===== config.mk =====
export PLATFORM = sky130hd
export DESIGN_NAME = framed_command_receiver
export DESIGN_NICKNAME = d
export VERILOG_FILES = /design/src/rtl/core/fcr_pkg.sv /design/src/rtl/core/framed_command_receiver.sv
export SDC_FILE = /design/constraint.sdc
export NUM_CORES = 1
export LEC_CHECK = 0
export CAP_MARGIN = 10
export CORE_UTILIZATION = 47
export DETAILED_ROUTE_END_ITERATION = 7
export DONT_BUFFER_PORTS = 1
export GPL_TIMING_DRIVEN = 0
export MAX_ROUTING_LAYER = met4
export SLEW_MARGIN = 20
export SYNTH_ARGS = -nofsm -noshare
export SYNTH_HDL_FRONTEND = slang
export SYNTH_SLANG_ARGS = --single-unit
export TNS_END_PERCENT = 30

===== constraint.sdc =====
create_clock -name clk -period 6.2 [get_ports clk]
set_clock_uncertainty 0.2 [all_clocks]
set_input_delay 1.24 -clock clk [delete_from_list [all_inputs] [get_ports clk]]
set_output_delay 1.24 -clock clk [all_outputs]
set_load 0.01 [all_outputs]

===== src/rtl/core/fcr_pkg.sv =====
// package: constants, packet type and crc helper for the framed command receiver
`default_nettype none
package fcr_pkg;

  // queue depth, 1..7 (queued_count is 3 bits wide)
  localparam int QUEUE_DEPTH = 4;
  localparam int QW = (QUEUE_DEPTH > 1) ? $clog2(QUEUE_DEPTH) : 1;
  localparam int FW = $clog2(QUEUE_DEPTH + 1);

  localparam int OP_W  = 2;
  localparam int POS_W = 4;
  localparam int CFG_W = 3;

  // operation codes
  localparam logic [OP_W-1:0] OP_BYTE     = 2'd0;
  localparam logic [OP_W-1:0] OP_LINK_ERR = 2'd1;
  localparam logic [OP_W-1:0] OP_POP      = 2'd2;

  // frame status codes
  localparam logic [2:0] ST_NONE      = 3'd0;
  localparam logic [2:0] ST_QUEUED    = 3'd1;
  localparam logic [2:0] ST_OVERWRITE = 3'd2;
  localparam logic [2:0] ST_CRC_ERR   = 3'd3;
  localparam logic [2:0] ST_INVALID   = 3'd4;

  // register indexes
  localparam logic [CFG_W-1:0] CFG_AUTO       = 3'd0;
  localparam logic [CFG_W-1:0] CFG_MANUAL_POS = 3'd1;
  localparam logic [CFG_W-1:0] CFG_MANUAL_RATE = 3'd2;
  localparam logic [CFG_W-1:0] CFG_STOP       = 3'd3;
  localparam logic [CFG_W-1:0] CFG_HOME       = 3'd4;

  localparam logic [7:0] HDR_G = 8'h47;
  localparam logic [7:0] HDR_C = 8'h43;

  localparam logic [POS_W-1:0] POS_FIRST_DATA = 4'd2;
  localparam logic [POS_W-1:0] POS_SEQ_HI     = 4'd3;
  localparam logic [POS_W-1:0] POS_TYPE       = 4'd4;
  localparam logic [POS_W-1:0] POS_VAL_LO     = 4'd5;
  localparam logic [POS_W-1:0] POS_VAL_HI     = 4'd6;
  localparam logic [POS_W-1:0] POS_CRC_LO     = 4'd7;
  localparam logic [POS_W-1:0] POS_LAST       = 4'd8;

  localparam logic [15:0] CRC_INIT = 16'hFFFF;
  localparam logic [15:0] CRC_POLY = 16'h1021;

  localparam logic signed [15:0] POS_MAX  = 16'sd3599;
  localparam logic signed [15:0] RATE_MIN = -16'sd1000;
  localparam logic signed [15:0] RATE_MAX = 16'sd1000;

  typedef struct packed {
    logic [15:0] seq;
    logic [7:0]  ptype;
    logic [15:0] value;
  } pkt_t;

  typedef struct packed {
    logic [7:0] code_auto;
    logic [7:0] code_manual_position;
    logic [7:0] code_manual_rate;
    logic [7:0] code_stop;
    logic [7:0] code_home;
  } cfg_t;

  // crc-16 ccitt, one byte msb first
  function automatic logic [15:0] crc_byte(input logic [15:0] crc_in, input logic [7:0] b);
    logic [15:0] c;
    c = crc_in ^ {b, 8'h00};
    for (int i = 0; i < 8; i++) begin
      if (c[15]) begin
        c = {c[14:0], 1'b0} ^ CRC_POLY;
      end else begin
        c = {c[14:0], 1'b0};
      end
    end
    return c;
  endfunction

  // crc after the two header bytes
  localparam logic [15:0] CRC_HDR = crc_byte(crc_byte(CRC_INIT, HDR_G), HDR_C);

  function automatic logic [QW-1:0] ptr_inc(input logic [QW-1:0] p);
    if (p == QW'(QUEUE_DEPTH - 1)) begin
      return '0;
    end
    return p + QW'(1);
  endfunction

  // type and value range check, first matching code wins
  function automatic logic value_ok(input cfg_t cfg, input logic [7:0] t,
                                    input logic signed [15:0] v);
    if (t == cfg.code_auto || t == cfg.code_manual_position) begin
      return (v >= 16'sd0) && (v <= POS_MAX);
    end
    if (t == cfg.code_manual_rate) begin
      return (v >= RATE_MIN) && (v <= RATE_MAX);
    end
    if (t == cfg.code_stop || t == cfg.code_home) begin
      return v == 16'sd0;
    end
    return 1'b0;
  endfunction

endpackage
`default_nettype wire


===== src/rtl/core/framed_command_receiver.sv =====
// top level: header hunt, frame collection, crc check and packet ring queue
`default_nettype none
// Takes one item per clock cycle while not stalled: a received byte, a link error
// or a pop. Each item gives exactly one result, held in an output register loaded
// at its transfer; a new item is taken in the same cycle the held result is taken.
// The header hunt, byte position and running crc are registers updated once per
// byte with a byte-wide crc step. Packets live in a single-port queue memory of
// fcr_pkg::QUEUE_DEPTH entries with registered read: a pop reads the head entry
// at its transfer edge and the data appears with the result. A completed valid
// frame writes at the tail and overwrites the oldest packet when the queue is
// full. Configuration writes are always taken (cfg_ready stays high) and are
// meant to happen only while no item is in flight.
module framed_command_receiver (
  input  logic                        clk,
  input  logic                        rst,
  input  logic                        in_valid,
  output logic                        in_stall,
  input  logic [fcr_pkg::OP_W-1:0]    operation,
  input  logic [7:0]                  rx_data,
  output logic                        out_valid,
  input  logic                        out_stall,
  output logic [2:0]                  frame_status,
  output logic                        pop_valid,
  output logic [15:0]                 popped_seq,
  output logic [7:0]                  popped_type,
  output logic signed [15:0]          popped_value,
  output logic [2:0]                  queued_count,
  input  logic                        cfg_valid,
  output logic                        cfg_ready,
  input  logic [fcr_pkg::CFG_W-1:0]   cfg_index,
  input  logic [7:0]                  cfg_data
);
  import fcr_pkg::*;

  localparam logic [1:0] WAIT_G  = 2'd0;
  localparam logic [1:0] WAIT_C  = 2'd1;
  localparam logic [1:0] COLLECT = 2'd2;

  cfg_t cfg;

  logic [1:0]       hunt, hunt_next;
  logic [POS_W-1:0] pos, pos_next;
  logic [15:0]      crc, crc_next;
  logic [15:0]      seq, seq_next;
  logic [7:0]       ptype, ptype_next;
  logic [15:0]      pvalue, pvalue_next;
  logic [7:0]       crc_lo, crc_lo_next;
  logic [QW-1:0]    head, head_next;
  logic [QW-1:0]    tail, tail_next;
  logic [FW-1:0]    fill, fill_next;
  logic [2:0]       status_next;
  logic             pv_next;
  logic             wr_en;
  logic             accept;
  logic             do_pop;
  logic [15:0]      crc_upd;

  pkt_t queue_mem [QUEUE_DEPTH];
  pkt_t rd_pkt;
  pkt_t wr_pkt;

  assign in_stall  = out_valid && out_stall;
  assign accept    = in_valid && !in_stall;
  assign cfg_ready = 1'b1;
  assign crc_upd   = crc_byte(crc, rx_data);
  assign do_pop    = (operation == OP_POP) && (fill != '0);
  assign wr_pkt    = '{seq: seq, ptype: ptype, value: pvalue};

  always_comb begin
    hunt_next   = hunt;
    pos_next    = pos;
    crc_next    = crc;
    seq_next    = seq;
    ptype_next  = ptype;
    pvalue_next = pvalue;
    crc_lo_next = crc_lo;
    head_next   = head;
    tail_next   = tail;
    fill_next   = fill;
    status_next = ST_NONE;
    pv_next     = 1'b0;
    wr_en       = 1'b0;
    case (operation)
      OP_BYTE: begin
        case (hunt)
          WAIT_G: begin
            if (rx_data == HDR_G) begin
              hunt_next = WAIT_C;
            end
          end
          WAIT_C: begin
            if (rx_data == HDR_C) begin
              crc_next  = CRC_HDR;
              pos_next  = POS_FIRST_DATA;
              hunt_next = COLLECT;
            end else if (rx_data != HDR_G) begin
              hunt_next = WAIT_G;
            end
          end
          COLLECT: begin
            if (pos >= POS_LAST) begin
              // last trailer byte completes the frame
              if ({rx_data, crc_lo} != crc) begin
                status_next = ST_CRC_ERR;
              end else if (!value_ok(cfg, ptype, signed'(pvalue))) begin
                status_next = ST_INVALID;
              end else begin
                wr_en     = 1'b1;
                tail_next = ptr_inc(tail);
                if (fill == FW'(QUEUE_DEPTH)) begin
                  head_next   = ptr_inc(tail);
                  status_next = ST_OVERWRITE;
                end else begin
                  fill_next   = fill + FW'(1);
                  status_next = ST_QUEUED;
                end
              end
              hunt_next = (rx_data == HDR_G) ? WAIT_C : WAIT_G;
              pos_next  = '0;
              crc_next  = CRC_INIT;
            end else begin
              case (pos)
                POS_FIRST_DATA: seq_next[7:0]    = rx_data;
                POS_SEQ_HI:     seq_next[15:8]   = rx_data;
                POS_TYPE:       ptype_next       = rx_data;
                POS_VAL_LO:     pvalue_next[7:0] = rx_data;
                POS_VAL_HI:     pvalue_next[15:8] = rx_data;
                POS_CRC_LO:     crc_lo_next      = rx_data;
                default: begin
                end
              endcase
              if (pos < POS_CRC_LO) begin
                crc_next = crc_upd;
              end
              pos_next = pos + POS_W'(1);
            end
          end
          default: begin
            hunt_next = WAIT_G;
            pos_next  = '0;
            crc_next  = CRC_INIT;
          end
        endcase
      end
      OP_LINK_ERR: begin
        hunt_next = WAIT_G;
        pos_next  = '0;
        crc_next  = CRC_INIT;
      end
      OP_POP: begin
        if (do_pop) begin
          head_next = ptr_inc(head);
          fill_next = fill - FW'(1);
          pv_next   = 1'b1;
        end
      end
      default: begin
      end
    endcase
  end

  always_ff @(posedge clk) begin
    if (rst) begin
      hunt      <= WAIT_G;
      pos       <= '0;
      crc       <= CRC_INIT;
      head      <= '0;
      tail      <= '0;
      fill      <= '0;
      out_valid <= 1'b0;
    end else begin
      if (accept) begin
        hunt <= hunt_next;
        pos  <= pos_next;
        crc  <= crc_next;
        head <= head_next;
        tail <= tail_next;
        fill <= fill_next;
        out_valid <= 1'b1;
      end else if (!out_stall) begin
        out_valid <= 1'b0;
      end
    end
  end

  always_ff @(posedge clk) begin
    if (accept) begin
      seq          <= seq_next;
      ptype        <= ptype_next;
      pvalue       <= pvalue_next;
      crc_lo       <= crc_lo_next;
      frame_status <= status_next;
      pop_valid    <= pv_next;
    end
  end

  // queue memory: a write at the tail or a registered read at the head, never both
  always_ff @(posedge clk) begin
    if (accept && wr_en) begin
      queue_mem[tail] <= wr_pkt;
    end else if (accept && do_pop) begin
      rd_pkt <= queue_mem[head];
    end
  end

  always_ff @(posedge clk) begin
    if (rst) begin
      cfg <= '{code_auto: 8'd0, code_manual_position: 8'd1, code_manual_rate: 8'd2,
               code_stop: 8'd3, code_home: 8'd4};
    end else if (cfg_valid && cfg_ready) begin
      case (cfg_index)
        CFG_AUTO:        cfg.code_auto            <= cfg_data;
        CFG_MANUAL_POS:  cfg.code_manual_position <= cfg_data;
        CFG_MANUAL_RATE: cfg.code_manual_rate     <= cfg_data;
        CFG_STOP:        cfg.code_stop            <= cfg_data;
        CFG_HOME:        cfg.code_home            <= cfg_data;
        default: begin
        end
      endcase
    end
  end

  // fill always matches the item held in the output register
  assign queued_count = 3'(fill);
  assign popped_seq   = pop_valid ? rd_pkt.seq : '0;
  assign popped_type  = pop_valid ? rd_pkt.ptype : '0;
  assign popped_value = pop_valid ? signed'(rd_pkt.value) : '0;

`ifndef SYNTHESIS
  a_fill_bound: assert property (@(posedge clk) disable iff (rst)
    fill <= FW'(QUEUE_DEPTH))
    else $error("queue fill above depth");

  a_ptr_match: assert property (@(posedge clk) disable iff (rst)
    (fill == '0 || fill == FW'(QUEUE_DEPTH)) |-> head == tail)
    else $error("queue pointers disagree with fill");

  a_pop_no_frame: assert property (@(posedge clk) disable iff (rst)
    (out_valid && pop_valid) |-> frame_status == ST_NONE)
    else $error("pop result also reports a frame");

  a_collect_pos: assert property (@(posedge clk) disable iff (rst)
    hunt == COLLECT |-> (pos >= POS_FIRST_DATA && pos <= POS_LAST))
    else $error("byte position out of frame while collecting");
`endif

endmodule
`default_nettype wire

# [Word-level counts from Yosys, hierarchy flattened]
# Memory sizes are Yosys's and may differ from the RTL's. A register that Yosys moved wholly into a read port is not among the register bits.
# Index checks and enable logic that the tools add are counted.
[word_totals] ff_bits=122 ramBits=160 in_bits=26 output_inout_bits=50 wordCells=226 mem_count=1
[classes] n_addsub=5 magnitude_cmp=6 n_eq_ne=40 muxes=102 bitwise_logic=14 reduce_logical=37
[memory_table] name="queue_mem" words=4 width=40 rd=1 rd_clocked_by_memory_dff=1 wr=1 line="framed_command_receiver.sv:58" text="pkt_t queue_mem [QUEUE_DEPTH];"
[op_table] op="$mux W13" n=8
[op_table] op="$mux W16" n=5
[op_table] op="$mux W1" n=54
[op_table] op="$pmux W16 S3" n=1
[op_table] op="$eq A8 B8 Y1" n=5
[op_table] op="$reduce_and A5 Y1" n=8
[op_table] op="$mux W2" n=17
[op_table] op="$pmux W16 S2" n=1
[op_table] op="$not A3 Y3" n=8
[op_table] op="$mux W3" n=7
[op_table] op="$eq A4 B3 Y1 const B" n=4
[op_table] op="$eq A8 B7 Y1 const B" n=2
[op_table] op="$ge A16 B1 Y1 const B" n=1
[op_table] op="$ge A16 B11 Y1 const B" n=1
[op_table] op="$le A16 B11 Y1 const B" n=1
[op_table] op="$le A16 B13 Y1 const B" n=1
[op_table] op="$logic_not A16 Y1" n=1
[op_table] op="$ne A16 B16 Y1" n=1
[op_table] op="$ne A2 B2 Y1 const B" n=8
[op_table] op="$reduce_and A8 Y1" n=2
[op_table] op="$xor A16 B16 Y16" n=1
[op_table] op="$pmux W4 S3" n=1
[op_table] op="$reduce_and A2 Y1" n=6
[op_table] op="$ne A3 B3 Y1 const B" n=3
[op_table] op="other kinds (33)" n=57

# [Logic depth before layout (Yosys ltp)]
[depth] depth_word=37 ltp_mapped=9 depth_no_buf=9

# [Worst setup path after synthesis]
# OpenSTA, ideal clock, no wires.
[synth_timing] path_kind="in2reg" from="in operation[1] (netlist bit)" to="reg fill[1] (netlist: queued_count[1])" setup_time_ns=0.124 arrival_time_ns=4.066 required_time_ns=5.876 slack_ns=1.811 stages=6 n_path_buf=2 path_cell_list="clkbuf_1 > nand2b_1 > buf_6 > nor3_2 > o21ai_0 > o311a_2"
[synth_via] elab_chain_cells=4 word_cells_on_any_way=12 cone_classes="eq/ne (7); mux (1); reduce/logical (4)"
[synth_lines] element="start: declaration" line="framed_command_receiver.sv:18" text="input logic [fcr_pkg::OP_W-1:0] operation,"
[synth_lines] element="$eq A2 B2 Y1" line="framed_command_receiver.sv:66, framed_command_receiver.sv:83"
[synth_lines] element="$logic_and A1 B1 Y1" line="framed_command_receiver.sv:66" text="assign do_pop = (operation == OP_POP) && (fill != '0);"
[synth_lines] element="$ne A2 B2 Y1 (no line)"
[synth_lines] element="$reduce_and A8 Y1 (no line)"
[synth_lines] element="end signal: assignment" line="framed_command_receiver.sv:178" text="fill <= fill_next;"
[synth_lines] element="end: declaration" line="framed_command_receiver.sv:50" text="logic [FW-1:0] fill, fill_next;"
# Several ways; a longest one is shown, not always the timed one.
# A chain may end at the register's enable or synchronous reset.

# [Worst setup path in the final report]
[layout_timing] from="reg pvalue[7]" to="mem queue_mem[1][4] (netlist bit) (enable)"
[layout_via] elab_chain_cells=20 word_cells_on_any_way=25 cone_classes="order compare (4); mux (17); reduce/logical (4)"
[layout_lines] element="start: declaration" line="framed_command_receiver.sv:46" text="logic [15:0] pvalue, pvalue_next;"
[layout_lines] element="start signal: assignment" line="framed_command_receiver.sv:190" text="pvalue <= pvalue_next;"
[layout_lines] element="$ge A16 B1 Y1 or $le A16 B13 Y1 (tied branches)" line="fcr_pkg.sv:93" text="return (v >= 16'sd0) && (v <= POS_MAX);"
[layout_lines] element="$logic_and A1 B1 Y1" line="fcr_pkg.sv:93"
[layout_lines] element="$mux W1" line="fcr_pkg.sv:92" text="if (t == cfg.code_auto || t == cfg.code_manual_position) begin"
[layout_lines] element="$mux W1" line="fcr_pkg.sv:95" text="if (t == cfg.code_manual_rate) begin"
[layout_lines] element="$mux W1" line="fcr_pkg.sv:98" text="if (t == cfg.code_stop || t == cfg.code_home) begin"
[layout_lines] element="$mux W1" line="fcr_pkg.sv:101" text="return 1'b0;"
[layout_lines] element="$mux W1" line="fcr_pkg.sv:98"
[layout_lines] element="$mux W1 (*)" line="fcr_pkg.sv:95"
[layout_lines] element="[... 4 more ...]"
[layout_lines] element="$mux W1 (*)" line="framed_command_receiver.sv:105" text="end else if (!value_ok(cfg, ptype, signed'(pvalue))) begin"
[layout_lines] element="$mux W1 (*)" line="framed_command_receiver.sv:103" text="if ({rx_data, crc_lo} != crc) begin"
[layout_lines] element="$mux W1 (*)" line="framed_command_receiver.sv:101" text="if (pos >= POS_LAST) begin"
[layout_lines] element="$mux W1 (*)" line="framed_command_receiver.sv:85" text="case (hunt)"
[layout_lines] element="$mux W1 (*)" line="framed_command_receiver.sv:83" text="case (operation)"
[layout_lines] element="$logic_and A1 B1 Y1 (*)" line="framed_command_receiver.sv:199" text="if (accept && wr_en) begin"
[layout_lines] element="$mux W1 (*)" line="framed_command_receiver.sv:199"
[layout_lines] element="$mux W1 (not written as such) (*)" line="framed_command_receiver.sv:200" text="queue_mem[tail] <= wr_pkt;"
[layout_lines] element="end: declaration" line="framed_command_receiver.sv:58"
# Every way passes the cells marked *; elsewhere a longest branch is shown, timed or not. The select of a mux whose other input is x is not followed.

==> run summary <==
The flow ran to the end, and the final reports show no timing, DRC or antenna violations. The fraction of the yosys area taken by sequential cells came out at 68.7%. The count of clock tree sinks came out at between 300 and 400. At the end of the flow the core is filled with cells to a little over half. The initial antenna violation count is 0.

In this run the clock root is driven by a sky130_fd_sc_hd__clkbuf_16. The synthesized netlist cell count came out at 884. The number of synthesized register bits came out at 322.

The via count of the routed design is 6995. TritonCTS created 31 clock buffers. The number of slew-limit violations in the final report came out at 0. In this run the tightest slew margin relative to its limit is 31.0%.

The sum of routed wire length over all layers came out at between 20 and 30 mm. The die width is 169 µm. The number of hold violations in the final report came out at 0. The clock transition time at the flip-flop clock pins of the worst setup and hold paths came out at 0.06 ns. The data required time of the critical path came out at 6.18 ns. The total number of nets in the final design came out at 961. The sort of element at the start of the critical path is a register. The maximum clock frequency came out at approximately 290 MHz. The layout cell share with drive strength beyond 1 is 14.8%. The max capacitance violation total is 0.

The die footprint is 28500 µm². Setup repair after global routing left no endpoint under its margin. In the routed design, unresolved DRC markers number 0. Adding up every negative setup slack in the final design gives 0 ns.

At the pin with the least slew margin, the transition time is 1.04 ns. Dividing total power by cell area gives a power density of between 300 and 400 nW/µm². The worst path needs 3.48 ns of the cycle, external delays included. The source of the worst hold timing path is cfg[7]. The combined area of all synthesized cells is around 13000 µm². Counting every net in the synthesized netlist gives around 920. The count of cells resized by post-cts repair came out at 0. The share of flip-flops with an asynchronous set or reset after synthesis came out at 0%. The post-placement setup slack came out at 2.10 ns.

The count of TritonRoute iterations in the first routing pass came out at 5. The number of hold-repair buffers added at the cts stage is 0. The number of global-route vias before repair came out at 7028.

The congestion estimate from routability-driven global placement came to 0.814. The signal arrival time at the worst endpoint is roughly 3.5 ns. The first-pass GRT wire length came out at 41.1 mm. The average routed wire per standard cell came out at 20.0 µm. The global routing usage summed across all routing layers is 19.7%. The number of unique standard cell types used by synthesis came out at 66.

Setup violations remaining at the end of the flow were counted as 0. The synthesis-to-layout area growth came out at 12.5%. The largest driver fanout on the critical path came out at 40. For this block, the initial DRC count from the detailed router was 561.

CTS built an H-tree with a depth of 1. In the finished design, the share of the clock period the worst path needs comes to 56.1%. The row count is 60. The path category of the worst min-delay check is register to register. In this run the worst setup path begins at pvalue[7].

The total power draw came out at 4.43 mW. The pin count of the biggest net entering global routing came out at between 40 and 50. Pin placement for this block handled 76 I/O pins. In this run the standard cell core region covers around 27000 µm². The via density per instance is 5.31.

The Yosys step of the flow raised 0 warnings. The startpoint identified for the worst register-to-register timing path is pvalue[7]. The worst setup path is of the register to register kind. The worst vdd rail ir drop is 0.171 mV. The synthesized design contains 252 enable-type register cells. The fill cell total of the finished layout came out at roughly 2200. The post-CTS setup buffer count is 0. The count of nets left with antenna violations after detail routing is 0. For this run, the leading register cell type out of synthesis is sky130_fd_sc_hd__edfxtp_1.

The final setup slack of the worst path came out at 2.72 ns. 0 antenna diodes ended up in the layout. Input and output buffers added on the ports amount to 0.

Across the whole layout, storage elements account for 8970 µm². STA classifies the critical path endpoint as a register. Summed over all nets, the half-perimeter wirelength after detailed placement is 17.1 mm. The die span in y came out at 169 µm. Global routing finished with a remaining overflow of 0. TritonCTS built the clock tree.

The reported leakage power is approximately 4.8 nW. The clock latency reported for the late side of the worst-skew pair is 0.56 ns. A synthesized cell averages between 10 and 15 µm².

The area of the multi-input gates came out at 3850 µm². The starting density of the core came out at ~48%. The number of buffers on the longest clock path is 3.
## cell usage in the layout, fill, tap and decap left out, types with 3 or more instances in the layout
master and n:
sky130_fd_sc_hd__nor2_1 24, sky130_fd_sc_hd__and2_4 4, sky130_fd_sc_hd__nor4_1 12, sky130_fd_sc_hd__clkbuf_16 31, sky130_fd_sc_hd__clkinv_1 3, sky130_fd_sc_hd__o21a_1 4, sky130_fd_sc_hd__and3_1 4, sky130_fd_sc_hd__nand3_1 10
sky130_fd_sc_hd__buf_2 11, sky130_fd_sc_hd__nand2b_1 3, sky130_fd_sc_hd__clkinvlp_4 4, sky130_fd_sc_hd__clkbuf_1 29, sky130_fd_sc_hd__inv_1 17, sky130_fd_sc_hd__a21oi_1 60, sky130_fd_sc_hd__mux2i_1 6, sky130_fd_sc_hd__nor3_1 10
sky130_fd_sc_hd__and2_1 45, sky130_fd_sc_hd__xnor2_1 26, sky130_fd_sc_hd__o211ai_2 5, sky130_fd_sc_hd__dfxtp_1 70, sky130_fd_sc_hd__o211ai_1 10, sky130_fd_sc_hd__or2_2 3, sky130_fd_sc_hd__buf_1 5, sky130_fd_sc_hd__edfxtp_1 252
sky130_fd_sc_hd__xor2_1 49, sky130_fd_sc_hd__mux4_2 40, sky130_fd_sc_hd__nand2_1 109, sky130_fd_sc_hd__o21ai_0 7, sky130_fd_sc_hd__clkbuf_8 3, sky130_fd_sc_hd__clkinv_2 6, sky130_fd_sc_hd__nand4_1 4, sky130_fd_sc_hd__ha_1 13
sky130_fd_sc_hd__bufinv_16 6, sky130_fd_sc_hd__nor2b_1 4
## cell families after synthesis
logic type | Yosys count | share of synthesized area (%)
AOI/OAI and AO/OA | 109 | 5.52
xor gates and xnor gates | 75 | 5.03
adders and majority gates | 14 | 1.40
buffers and inverters | 61 | 2.02
DFF | 322 | 68.7
muxes | 47 | 7.47
other | 1 | 0.0287
and+or+nand+nor | 255 | 9.86
## routing by layer
layer / up-vias / track usage [%] / wire length, µm
li1: 3337 / - / -
met1: 3431 / 27.0 / 12000
met2: 185 / 30.8 / 12300
met3: 42 / 3.32 / 1480
met4: 0 / 5.06 / 473
met5: - / - / 0
## cells in the mapped netlist (17+ instances only)
cell / number / area (µm²)
sky130_fd_sc_hd__a21oi_1: 60 / 300
sky130_fd_sc_hd__nor2_1: 24 / 90.1
sky130_fd_sc_hd__and2_1: 49 / 307
sky130_fd_sc_hd__dfxtp_1: 70 / 1400
sky130_fd_sc_hd__xnor2_1: 26 / 228
sky130_fd_sc_hd__mux4_2: 40 / 901
sky130_fd_sc_hd__edfxtp_1: 252 / 7570
sky130_fd_sc_hd__nand2_1: 109 / 409
sky130_fd_sc_hd__clkbuf_1: 25 / 93.8
sky130_fd_sc_hd__inv_1: 17 / 63.8
sky130_fd_sc_hd__xor2_1: 49 / 429
## cell type report
class | count | area share, %
Sequential cell | 322 | 61.1
Multi-Input combinational cell | 501 | 26.2
Clock buffer | 37 | 5.57
Tap cell | 372 | 3.17
Clock inverter | 21 | 1.85
Buffer | 44 | 1.36
Inverter | 17 | 0.434
Timing Repair Buffer | 4 | 0.332
## per-stage QoR
stage / instance area, µm² / instances / hold slack (ns)
final: 14700 / 1318 / 0.267
after global placement: 13500 / 1256 / 0.254
after CTS: 14700 / 1318 / 0.268
after global routing: 14700 / 1318 / 0.279
after detailed placement: 13600 / 1260 / 0.259
after floorplan: 13100 / 884 / 0.245
## worst max-delay path, cell delays in order, from the launching register on
cell                       delay [ns]
sky130_fd_sc_hd__edfxtp_1        0.51
sky130_fd_sc_hd__or4_1           0.60
sky130_fd_sc_hd__nor2_1          0.16
sky130_fd_sc_hd__nand4b_1        0.25
sky130_fd_sc_hd__o31ai_1         0.34
sky130_fd_sc_hd__o2111a_1        0.40
sky130_fd_sc_hd__and2_4          0.63
## state kept, by name, indices dropped and copies added, names as in the netlist
register,count
pvalue,16
cfg,40
queue_mem,160
out_valid,1
head,2
pos,4
frame_status,3
hunt,2
tail,2
queued_count,3
seq,16
crc_lo,8
ptype,8
rd_pkt,40
pop_valid,1
crc,16
## final timing paths
kind | to | slack (ns) | cells after the start
worst min-delay path | cfg[7] | 0.27 | 2
worst max-delay path | queue_mem[1][4] | 2.72 | 6
worst max register to register | queue_mem[1][4] | 2.72 | 6
worst min register to register | cfg[7] | 0.27 | 2
## power breakdown
group | internal, mW | leakage [nW] | switching (mW)
logic | 0.0448 | 1.47 | 0.0710
clock network | 1.19 | 0.525 | 0.796
registers | 2.31 | 2.84 | 0.0116
Note: power is estimated with default switching activity, not from simulation.
